### src/mtrs_pkg.sv
// ----------------------------------------------------------------------------
// mtrs_pkg
// Shared types and constants of the Modbus TCP register server.
// ----------------------------------------------------------------------------
package mtrs_pkg;

    typedef logic [7:0]  byte_t;
    typedef logic [15:0] word_t;

    localparam int POS_W = 10;
    localparam logic [POS_W-1:0] POS_SAT = 10'd1023;

    localparam int HDR_LEN    = 12;
    localparam int DATA_START = 13;
    localparam int HDR_UNIT   = 6;
    localparam int HDR_FN     = 7;
    localparam int HDR_START  = 8;
    localparam int HDR_QTY    = 10;

    localparam int RSP_LEN_HI   = 4;
    localparam int RSP_LEN_LO   = 5;
    localparam int RSP_UNIT     = 6;
    localparam int RSP_FN       = 7;
    localparam int RSP_BYTE_CNT = 8;

    localparam byte_t FN_READ_COILS   = 8'h01;
    localparam byte_t FN_READ_HOLDING = 8'h03;
    localparam byte_t FN_WRITE_COILS  = 8'h0F;
    localparam byte_t FN_WRITE_MULTI  = 8'h10;
    localparam byte_t WRITE_ECHO_LEN  = 8'h06;
    localparam byte_t UNIT_ALWAYS     = 8'h01;
    localparam byte_t LEN_TAIL        = 8'h03;

    localparam int COIL_SHIFT = 4;

endpackage

### src/modbus_tcp_register_server.sv
// ----------------------------------------------------------------------------
// modbus_tcp_register_server
// Request bytes: one per cycle while busy is low; writes land in the register
// memory as data bytes stream in. After the last byte: a decode state; if
// served, one response byte per cycle (9 + 2n for n registers read, 12 for a
// write), then ready again. Reset: busy for REG_COUNT cycles while the
// register memory is cleared one entry per cycle; unit register resets to 1.
// ----------------------------------------------------------------------------
module modbus_tcp_register_server #(
    parameter int REG_COUNT     = 256,
    parameter int MAX_READ_REGS = 16
) (
    input  logic                clk,
    input  logic                rst_n,
    input  logic                start,
    output logic                busy,
    input  mtrs_pkg::byte_t     rx_byte,
    input  logic                frame_end,
    input  logic                cfg_we,
    input  mtrs_pkg::byte_t     cfg_wdata,
    output logic                tx_valid,
    output mtrs_pkg::byte_t     tx_byte,
    output logic                last
);

    localparam int AW    = $clog2(REG_COUNT);
    localparam int CNT_W = $clog2(MAX_READ_REGS + 1);
    localparam int IDX_W = $clog2(2 * MAX_READ_REGS + 9);
    localparam int PW    = mtrs_pkg::POS_W;

    typedef enum logic [3:0] {
        ST_CLEAR  = 4'b0001,
        ST_IDLE   = 4'b0010,
        ST_DECIDE = 4'b0100,
        ST_EMIT   = 4'b1000
    } state_t;

    state_t               state_reg, state_next;
    logic [PW-1:0]        pos_reg, pos_next;
    mtrs_pkg::byte_t      pending_reg, pending_next;
    mtrs_pkg::byte_t      unit_reg;
    logic [AW-1:0]        clr_reg, clr_next;
    logic [IDX_W-1:0]     idx_reg, idx_next;
    logic                 frame_ok_reg, frame_ok_next;
    logic                 is_read_reg, is_read_next;
    logic [CNT_W-1:0]     cnt_reg, cnt_next;
    logic [IDX_W-1:0]     last_idx_reg, last_idx_next;
    logic [AW-1:0]        addr_reg, addr_next;

    mtrs_pkg::byte_t      hdr_reg [mtrs_pkg::HDR_LEN];
    logic [15:0]          mem [REG_COUNT];
    mtrs_pkg::word_t      rd_data_reg;

    logic                 accept;
    logic                 served;
    mtrs_pkg::byte_t      fn;
    mtrs_pkg::word_t      start_word;
    mtrs_pkg::word_t      qty;
    logic [AW-1:0]        base;
    logic [AW-1:0]        addr_inc;
    logic [PW-1:0]        off;
    logic [PW-2:0]        slot;
    logic                 wr_zone;
    logic                 mem_we;
    logic                 mem_re;
    logic [AW-1:0]        mem_waddr;
    mtrs_pkg::word_t      mem_wdata;
    mtrs_pkg::word_t      cnt_sel;
    logic [CNT_W-1:0]     cnt_clamp;
    mtrs_pkg::byte_t      hdr_at;
    mtrs_pkg::byte_t      cnt2;

    mtrs_addr_mod #(
        .REG_COUNT (REG_COUNT)
    ) u_addr_mod (
        .clk        (clk),
        .start_addr (start_word),
        .base       (base)
    );

    assign accept     = start && !busy;
    assign busy       = (state_reg != ST_IDLE);
    assign fn         = hdr_reg[mtrs_pkg::HDR_FN];
    assign start_word = {hdr_reg[mtrs_pkg::HDR_START], hdr_reg[mtrs_pkg::HDR_START + 1]};
    assign qty        = {hdr_reg[mtrs_pkg::HDR_QTY], hdr_reg[mtrs_pkg::HDR_QTY + 1]};
    assign served     = (hdr_reg[mtrs_pkg::HDR_UNIT] == unit_reg)
                     || (hdr_reg[mtrs_pkg::HDR_UNIT] == mtrs_pkg::UNIT_ALWAYS);
    assign addr_inc   = (addr_reg == AW'(REG_COUNT - 1)) ? '0 : addr_reg + AW'(1);
    assign off        = pos_reg - PW'(mtrs_pkg::DATA_START);
    assign slot       = off[PW-1:1];
    assign wr_zone    = (pos_reg >= PW'(mtrs_pkg::DATA_START)) && (pos_reg < mtrs_pkg::POS_SAT)
                     && served && (16'(slot) < qty);

    always_comb
    begin
        cnt_sel = (fn == mtrs_pkg::FN_READ_HOLDING) ? qty : (qty >> mtrs_pkg::COIL_SHIFT);
        if (cnt_sel > 16'(MAX_READ_REGS))
        begin
            cnt_clamp = CNT_W'(MAX_READ_REGS);
        end
        else
        begin
            cnt_clamp = cnt_sel[CNT_W-1:0];
        end
    end

    always_comb
    begin
        mem_we    = 1'b0;
        mem_waddr = addr_reg;
        mem_wdata = {pending_reg, rx_byte};
        if (state_reg == ST_CLEAR)
        begin
            mem_we    = 1'b1;
            mem_waddr = clr_reg;
            mem_wdata = '0;
        end
        else if (accept && wr_zone)
        begin
            priority if (fn == mtrs_pkg::FN_WRITE_MULTI)
            begin
                mem_we = !pos_reg[0];
            end
            else if (fn == mtrs_pkg::FN_WRITE_COILS)
            begin
                mem_we    = pos_reg[0];
                mem_wdata = {rx_byte, 8'h00};
            end
            else
            begin
                mem_we = 1'b0;
            end
        end
    end

    assign mem_re = (state_reg == ST_EMIT) && is_read_reg
                 && (idx_reg >= IDX_W'(mtrs_pkg::RSP_BYTE_CNT)) && !idx_reg[0];

    always_comb
    begin
        state_next    = state_reg;
        pos_next      = pos_reg;
        pending_next  = pending_reg;
        clr_next      = clr_reg;
        idx_next      = idx_reg;
        frame_ok_next = frame_ok_reg;
        is_read_next  = is_read_reg;
        cnt_next      = cnt_reg;
        last_idx_next = last_idx_reg;
        addr_next     = addr_reg;
        unique case (state_reg)
            ST_CLEAR:
            begin
                clr_next = clr_reg + AW'(1);
                if (clr_reg == AW'(REG_COUNT - 1))
                begin
                    state_next = ST_IDLE;
                end
            end
            ST_IDLE:
            begin
                if (accept)
                begin
                    if (pos_reg < mtrs_pkg::POS_SAT)
                    begin
                        pos_next = pos_reg + PW'(1);
                    end
                    if (wr_zone && (fn == mtrs_pkg::FN_WRITE_MULTI) && pos_reg[0])
                    begin
                        pending_next = rx_byte;
                    end
                    if (pos_reg == PW'(mtrs_pkg::HDR_LEN))
                    begin
                        addr_next = base;
                    end
                    else if ((pos_reg > PW'(mtrs_pkg::DATA_START)) && !pos_reg[0])
                    begin
                        addr_next = addr_inc;
                    end
                    if (frame_end)
                    begin
                        pos_next      = '0;
                        pending_next  = '0;
                        frame_ok_next = (pos_reg >= PW'(mtrs_pkg::HDR_LEN - 1));
                        state_next    = ST_DECIDE;
                    end
                end
            end
            ST_DECIDE:
            begin
                idx_next   = '0;
                addr_next  = base;
                state_next = ST_IDLE;
                if (frame_ok_reg && served)
                begin
                    priority if ((fn == mtrs_pkg::FN_READ_HOLDING)
                              || (fn == mtrs_pkg::FN_READ_COILS))
                    begin
                        is_read_next  = 1'b1;
                        cnt_next      = cnt_clamp;
                        last_idx_next = IDX_W'(mtrs_pkg::RSP_BYTE_CNT)
                                      + IDX_W'({cnt_clamp, 1'b0});
                        state_next    = ST_EMIT;
                    end
                    else if ((fn == mtrs_pkg::FN_WRITE_MULTI)
                          || (fn == mtrs_pkg::FN_WRITE_COILS))
                    begin
                        is_read_next  = 1'b0;
                        last_idx_next = IDX_W'(mtrs_pkg::HDR_LEN - 1);
                        state_next    = ST_EMIT;
                    end
                    else
                    begin
                        state_next = ST_IDLE;
                    end
                end
            end
            ST_EMIT:
            begin
                idx_next = idx_reg + IDX_W'(1);
                if (mem_re)
                begin
                    addr_next = addr_inc;
                end
                if (idx_reg == last_idx_reg)
                begin
                    state_next = ST_IDLE;
                end
            end
            default:
            begin
                state_next = ST_IDLE;
            end
        endcase
    end

    always_ff @(posedge clk or negedge rst_n)
    begin
        if (!rst_n)
        begin
            state_reg    <= ST_CLEAR;
            pos_reg      <= '0;
            pending_reg  <= '0;
            unit_reg     <= mtrs_pkg::UNIT_ALWAYS;
            clr_reg      <= '0;
            idx_reg      <= '0;
            frame_ok_reg <= 1'b0;
            is_read_reg  <= 1'b0;
        end
        else
        begin
            state_reg    <= state_next;
            pos_reg      <= pos_next;
            pending_reg  <= pending_next;
            clr_reg      <= clr_next;
            idx_reg      <= idx_next;
            frame_ok_reg <= frame_ok_next;
            is_read_reg  <= is_read_next;
            if (cfg_we)
            begin
                unit_reg <= cfg_wdata;
            end
        end
    end

    always_ff @(posedge clk)
    begin
        cnt_reg      <= cnt_next;
        last_idx_reg <= last_idx_next;
        addr_reg     <= addr_next;
        if (accept && (pos_reg < PW'(mtrs_pkg::HDR_LEN)))
        begin
            hdr_reg[pos_reg[3:0]] <= rx_byte;
        end
    end

    always_ff @(posedge clk)
    begin
        if (mem_we)
        begin
            mem[mem_waddr] <= mem_wdata;
        end
        if (mem_re)
        begin
            rd_data_reg <= mem[addr_reg];
        end
    end

    assign cnt2 = 8'({cnt_reg, 1'b0});

    always_comb
    begin
        hdr_at = '0;
        if (idx_reg < IDX_W'(mtrs_pkg::HDR_LEN))
        begin
            hdr_at = hdr_reg[idx_reg[3:0]];
        end
        tx_byte = hdr_at;
        if (is_read_reg)
        begin
            priority if (idx_reg == IDX_W'(mtrs_pkg::RSP_LEN_HI))
            begin
                tx_byte = '0;
            end
            else if (idx_reg == IDX_W'(mtrs_pkg::RSP_LEN_LO))
            begin
                tx_byte = cnt2 + mtrs_pkg::LEN_TAIL;
            end
            else if (idx_reg == IDX_W'(mtrs_pkg::RSP_BYTE_CNT))
            begin
                tx_byte = cnt2;
            end
            else if (idx_reg > IDX_W'(mtrs_pkg::RSP_BYTE_CNT))
            begin
                tx_byte = idx_reg[0] ? rd_data_reg[15:8] : rd_data_reg[7:0];
            end
            else
            begin
                tx_byte = hdr_at;
            end
        end
        else
        begin
            priority if (idx_reg == IDX_W'(mtrs_pkg::RSP_LEN_HI))
            begin
                tx_byte = '0;
            end
            else if (idx_reg == IDX_W'(mtrs_pkg::RSP_LEN_LO))
            begin
                tx_byte = mtrs_pkg::WRITE_ECHO_LEN;
            end
            else
            begin
                tx_byte = hdr_at;
            end
        end
    end

    assign tx_valid = (state_reg == ST_EMIT);
    assign last     = tx_valid && (idx_reg == last_idx_reg);

    a_last_ends: assert property (@(posedge clk) disable iff (!rst_n)
        (tx_valid && last) |=> !tx_valid)
        else $error("response continued after its final byte");

    a_emit_after_decide: assert property (@(posedge clk) disable iff (!rst_n)
        $rose(tx_valid) |-> $past(state_reg == ST_DECIDE))
        else $error("response started without a decode cycle");

    a_no_write_in_emit: assert property (@(posedge clk) disable iff (!rst_n)
        mem_we |-> (state_reg != ST_EMIT))
        else $error("register write during response");

    a_clear_busy: assert property (@(posedge clk) disable iff (!rst_n)
        (state_reg == ST_CLEAR) |-> (busy && !tx_valid))
        else $error("ready or response during memory clear");

endmodule

### src/mtrs_addr_mod.sv
// ----------------------------------------------------------------------------
// mtrs_addr_mod
// Start address modulo the register count, by reciprocal multiply in two
// registered steps.
// ----------------------------------------------------------------------------
module mtrs_addr_mod #(
    parameter int REG_COUNT = 256
) (
    input  logic                         clk,
    input  mtrs_pkg::word_t              start_addr,
    output logic [$clog2(REG_COUNT)-1:0] base
);

    localparam int AW = $clog2(REG_COUNT);
    localparam int SH = 16 + AW;
    localparam int RW = 18;
    localparam int PW = 16 + RW;
    localparam int unsigned RECIP = ((32'd1 << SH) + REG_COUNT - 1) / REG_COUNT;

    logic [PW-1:0]   prod;
    mtrs_pkg::word_t quot_reg;
    mtrs_pkg::word_t addr_d_reg;
    mtrs_pkg::word_t rem;
    mtrs_pkg::word_t rem_fix;
    logic [AW-1:0]   base_reg;

    assign prod = PW'(start_addr) * PW'(RECIP);

    always_ff @(posedge clk)
    begin
        quot_reg   <= 16'(prod >> SH);
        addr_d_reg <= start_addr;
    end

    always_comb
    begin
        rem     = addr_d_reg - 16'(32'(quot_reg) * 32'(REG_COUNT));
        rem_fix = rem;
        if (rem >= 16'(REG_COUNT))
        begin
            rem_fix = rem - 16'(REG_COUNT);
        end
    end

    always_ff @(posedge clk)
    begin
        base_reg <= AW'(rem_fix);
    end

    assign base = base_reg;

endmodule
### config.mk
export PLATFORM = sky130hd
export DESIGN_NAME = modbus_tcp_register_server
export DESIGN_NICKNAME = d
export VERILOG_FILES = /design/src/mtrs_pkg.sv /design/src/modbus_tcp_register_server.sv /design/src/mtrs_addr_mod.sv
export SDC_FILE = /design/constraint.sdc
export NUM_CORES = 2
export LEC_CHECK = 0
export ABC_CLOCK_PERIOD_IN_PS = 10700
export BUFFER_PORTS_ARGS = -buffer_cell sky130_fd_sc_hd__buf_2
export CAP_MARGIN = 20
export CORE_MARGIN = 2
export CORE_UTILIZATION = 57
export CTS_CLUSTER_DIAMETER = 200
export CTS_CLUSTER_SIZE = 14
export DETAILED_ROUTE_END_ITERATION = 8
export PLACE_DENSITY = 0.75
export SYNTH_ARGS = -nofsm -noshare
export SYNTH_HDL_FRONTEND = slang
export SYNTH_MEMORY_MAX_BITS = 65536
export SYNTH_SLANG_ARGS = --single-unit
### constraint.sdc
create_clock -name clk -period 10.7 [get_ports clk]
set_clock_uncertainty 0.2 [all_clocks]
set_input_delay 1.605 -clock clk [delete_from_list [all_inputs] [get_ports clk]]
set_output_delay 1.605 -clock clk [all_outputs]
set_load 0.05 [all_outputs]
==> results.toml <==
[timing]
fin_crit_ns = 6.48
hold_viol_final = 0
tns_ns = 0
finalSetupViolCount = 0
min_period_over_period_pct = 60.6
worstMarginPinSlew_ns = 1.37
slew_violations = 0
grt_setup_unrepaired = "false"
fmaxAchievable_mhz = 154
slew_headroom_pct = 7.81

[global_route]
grt_pass1_wl_microns = 654000
gr-total-overflow = 0
grt_max_degree = 189
grt_pass1_vias = 85226
grtUsageTotal_pct = 30.9
antenna_found_initial = 29

[cells_and_area]
layout.nets = 8460
regArea_sq_um = 128000
fill_cells = 19421
multi_input_area_sq_um = 37000
fin_area_sq_um = 183000
area_delta_synth_final_pct = 8.40
finalNonFillerCells = 12433
largest_reg_flops = 4096
drive_above_1_share_pct = 20.7

[synthesis]
synth_compound_area_share_pct = 3.82
synth-seq-cells = 4289
synth.area.top_cells = "edfxtp_1, mux4_2, mux2i_1"
synth_top_cell_by_area = "edfxtp_1"
synthAdderAreaFrac_pct = 0.141
synth_ff_type = "edfxtp_1"
synth_cell_types = 102
synthesis.nets = 8205
avgSynthCellArea_sq_um = 20.7
ys_warn_count = 0
synth_edf_count = 4227
synth_top_area_share_pct = 75.2
postSynth.asyncResetShare_pct = 1.07
syn_inst = 8165
yosysMostFrequentCell = "edfxtp_1"
synth_xor_area_share_pct = 0.244
netlist_top_cells_count = "edfxtp_1, mux4_2, mux2i_1"
ys_seq_area_share_pct = 76.1
synth_top_family_by_area = "multiplexers"
synth-simple-area-share_pct = 2.50
muxShareOfSynthArea_pct = 14.9
netlist_area_sq_um = 169000

[power]
peakVddDrop_uv = 164
p_leak_nw = 62.7
total_power_mw = 34.2
powerDensity_nw_per_um2 = 187

[critical_path]
cp_max_fo = 80
worst_ep_required_time_ns = 11.06
cp.arrival_ns = 6.85
start_kind = "flop"
slowest_stage = "buf_4"
crit_buf_inv = 4
endpoint_kind = "flop"
cpMostUsedCell = "buf_4"
crit_type = "flop to flop"
critPathTopFamily = "buffers and inverters"
crit_path_max_incr_delay_ns = 0.86
crit_chain = "inv_1 > ha_1 > nor2_1 > nor3_1 > xor2_1 > ha_1 > a21o_1 > a21o_1 > a211oi_1 > a211oi_2 > nor3_1 > buf_4 > mux2i_1 > nor2_4 > buf_4 > buf_4"

[clocking]
clk_pin_slew_ns = 0.07
cts_setup_buffers = 0
cts.sinks = 4289
cts-root-buf = "clkbuf_16"
cts_max_path_buffers = 4
cts_max_level = 5
cts_tree = "built"
post_cts_resized = 0
cts.hold.buffers_added = 0
cts_buffers = 344
clock_latency_ns = 0.96

[drt]
vias = 88342
routedWlPerCell_microns = 37.7
wl_microns = 468000
drcViolationCount = 0
vias_per_cell = 7.11
drtIter0Drc = 15600
ant_nets = 0
drtPass1Iterations = 9

[hold_path]
hold_path_class = "flop to flop"

[floorplan]
start_util_pct = 57.4
placementRows = 199
die_h_microns = 548
die-width_microns = 548
die_area_sq_um = 301000
io_pins = 32
coreArea_sq_um = 294000

[place]
dp_hpwl_microns = 285000
place_area_sq_um = 174000
place_congestion = 0.941
dp_cells = 11983
io_buffers = 31

[job]
drv_cap = 0

[run_status]
outcome = "finished clean"
[metal layers]
metal	global-route usage, %	share of wire, %
met5	0.190	0.032
met4	14.4	5.7
met3	8.98	14
met2	46.5	46
met1	42.1	34
[per-stage QoR]
step / worst slack [ns] / util [%] / hold WS, ns
floorplan: 0.412 / - / 0.110
global placement: 4.14 / 58.9 / 0.116
detailed placement: 4.45 / 59.0 / 0.117
CTS: 4.42 / 62.1 / 0.132
global route: 4.02 / 62.2 / 0.140
finish: 4.22 / 62.2 / 0.128
[layout by cell type (no fill, tap or decap), types with 26 or more instances in the layout]
cell	instances
edfxtp_1	4227
o21ai_0	113
a21oi_1	161
inv_1	26
mux4_2	785
a22oi_1	70
nor2_1	281
buf_2	31
nand2_1	222
mux4_1	40
buf_4	313
xnor2_1	26
o221ai_1	167
o21ai_1	27
nor3_1	51
clkbuf_1	57
nor2_2	116
o22ai_1	147
clkbuf_16	347
mux2i_1	625
dfrtp_1	43
a31oi_1	28
nand3_1	61
[worst reg2reg max path: cells and delay by family (launching register included)]
| kind | cells | cell delay (ns) |
|---|---|---|
| AND/OR/NAND/NOR | 4 | 1.20 |
| buffers and inverters | 4 | 2.19 |
| multiplexers | 1 | 0.14 |
| adder cells (fa/ha/maj) | 2 | 0.65 |
| AO/OA/AOI/OAI | 4 | 0.92 |
| XOR/XNOR | 1 | 0.23 |
| flip-flops | 1 | 0.45 |
[cell type report]
class                   count  share of cell area [%]
flip-flops and latches   4289                    70.2
multi-input cells        3372                    20.2
clock buffers             404                    4.86
well taps                3919                    2.68
repair buffers            383                    1.76
clock inverters            25                   0.244
inverters                  30                  0.0684
diodes                     11                  0.0150
[worst paths after layout]
kind,depth (start not counted),slack (ns),startpoint,end
setup / recovery,16,4.22,pos_reg[0]$_DFFE_PN0P_,mem[203][14]$_DFFE_PP_
hold / removal,0,0.13,u_addr_mod.addr_d_reg[0]$_DFF_P_,u_addr_mod.base[0]$_DFF_P_
setup reg to reg,16,4.22,pos_reg[0]$_DFFE_PN0P_,mem[203][14]$_DFFE_PP_
hold reg to reg,0,0.13,u_addr_mod.addr_d_reg[0]$_DFF_P_,u_addr_mod.base[0]$_DFF_P_
max in group asynchronous,2,9.11,rst_n,idx_reg[0]$_DFFE_PN0N_
min in group asynchronous,2,0.58,rst_n,unit_reg[4]$_DFFE_PN0P_
[where the power goes]
part           switching [mW]  leakage [nW]  total, mW  internal, mW
sequential             0.0255          44.2       18.4          18.4
clock                    5.68          4.54       11.5          5.87
combinational            2.97          13.9       4.32          1.35
[cell families (layout without fill, tap and decap cells)]
logic type | count (synthesis) | after routing
xor+xnor | 47 | 47
mux | 1468 | 1468
compound gates | 913 | 913
buf+inv | 504 | 842
simple gates | 925 | 925
flops | 4289 | 4289
other cells | 0 | 11
fa+ha+maj | 19 | 19
(Power assumes the default switching activity.)
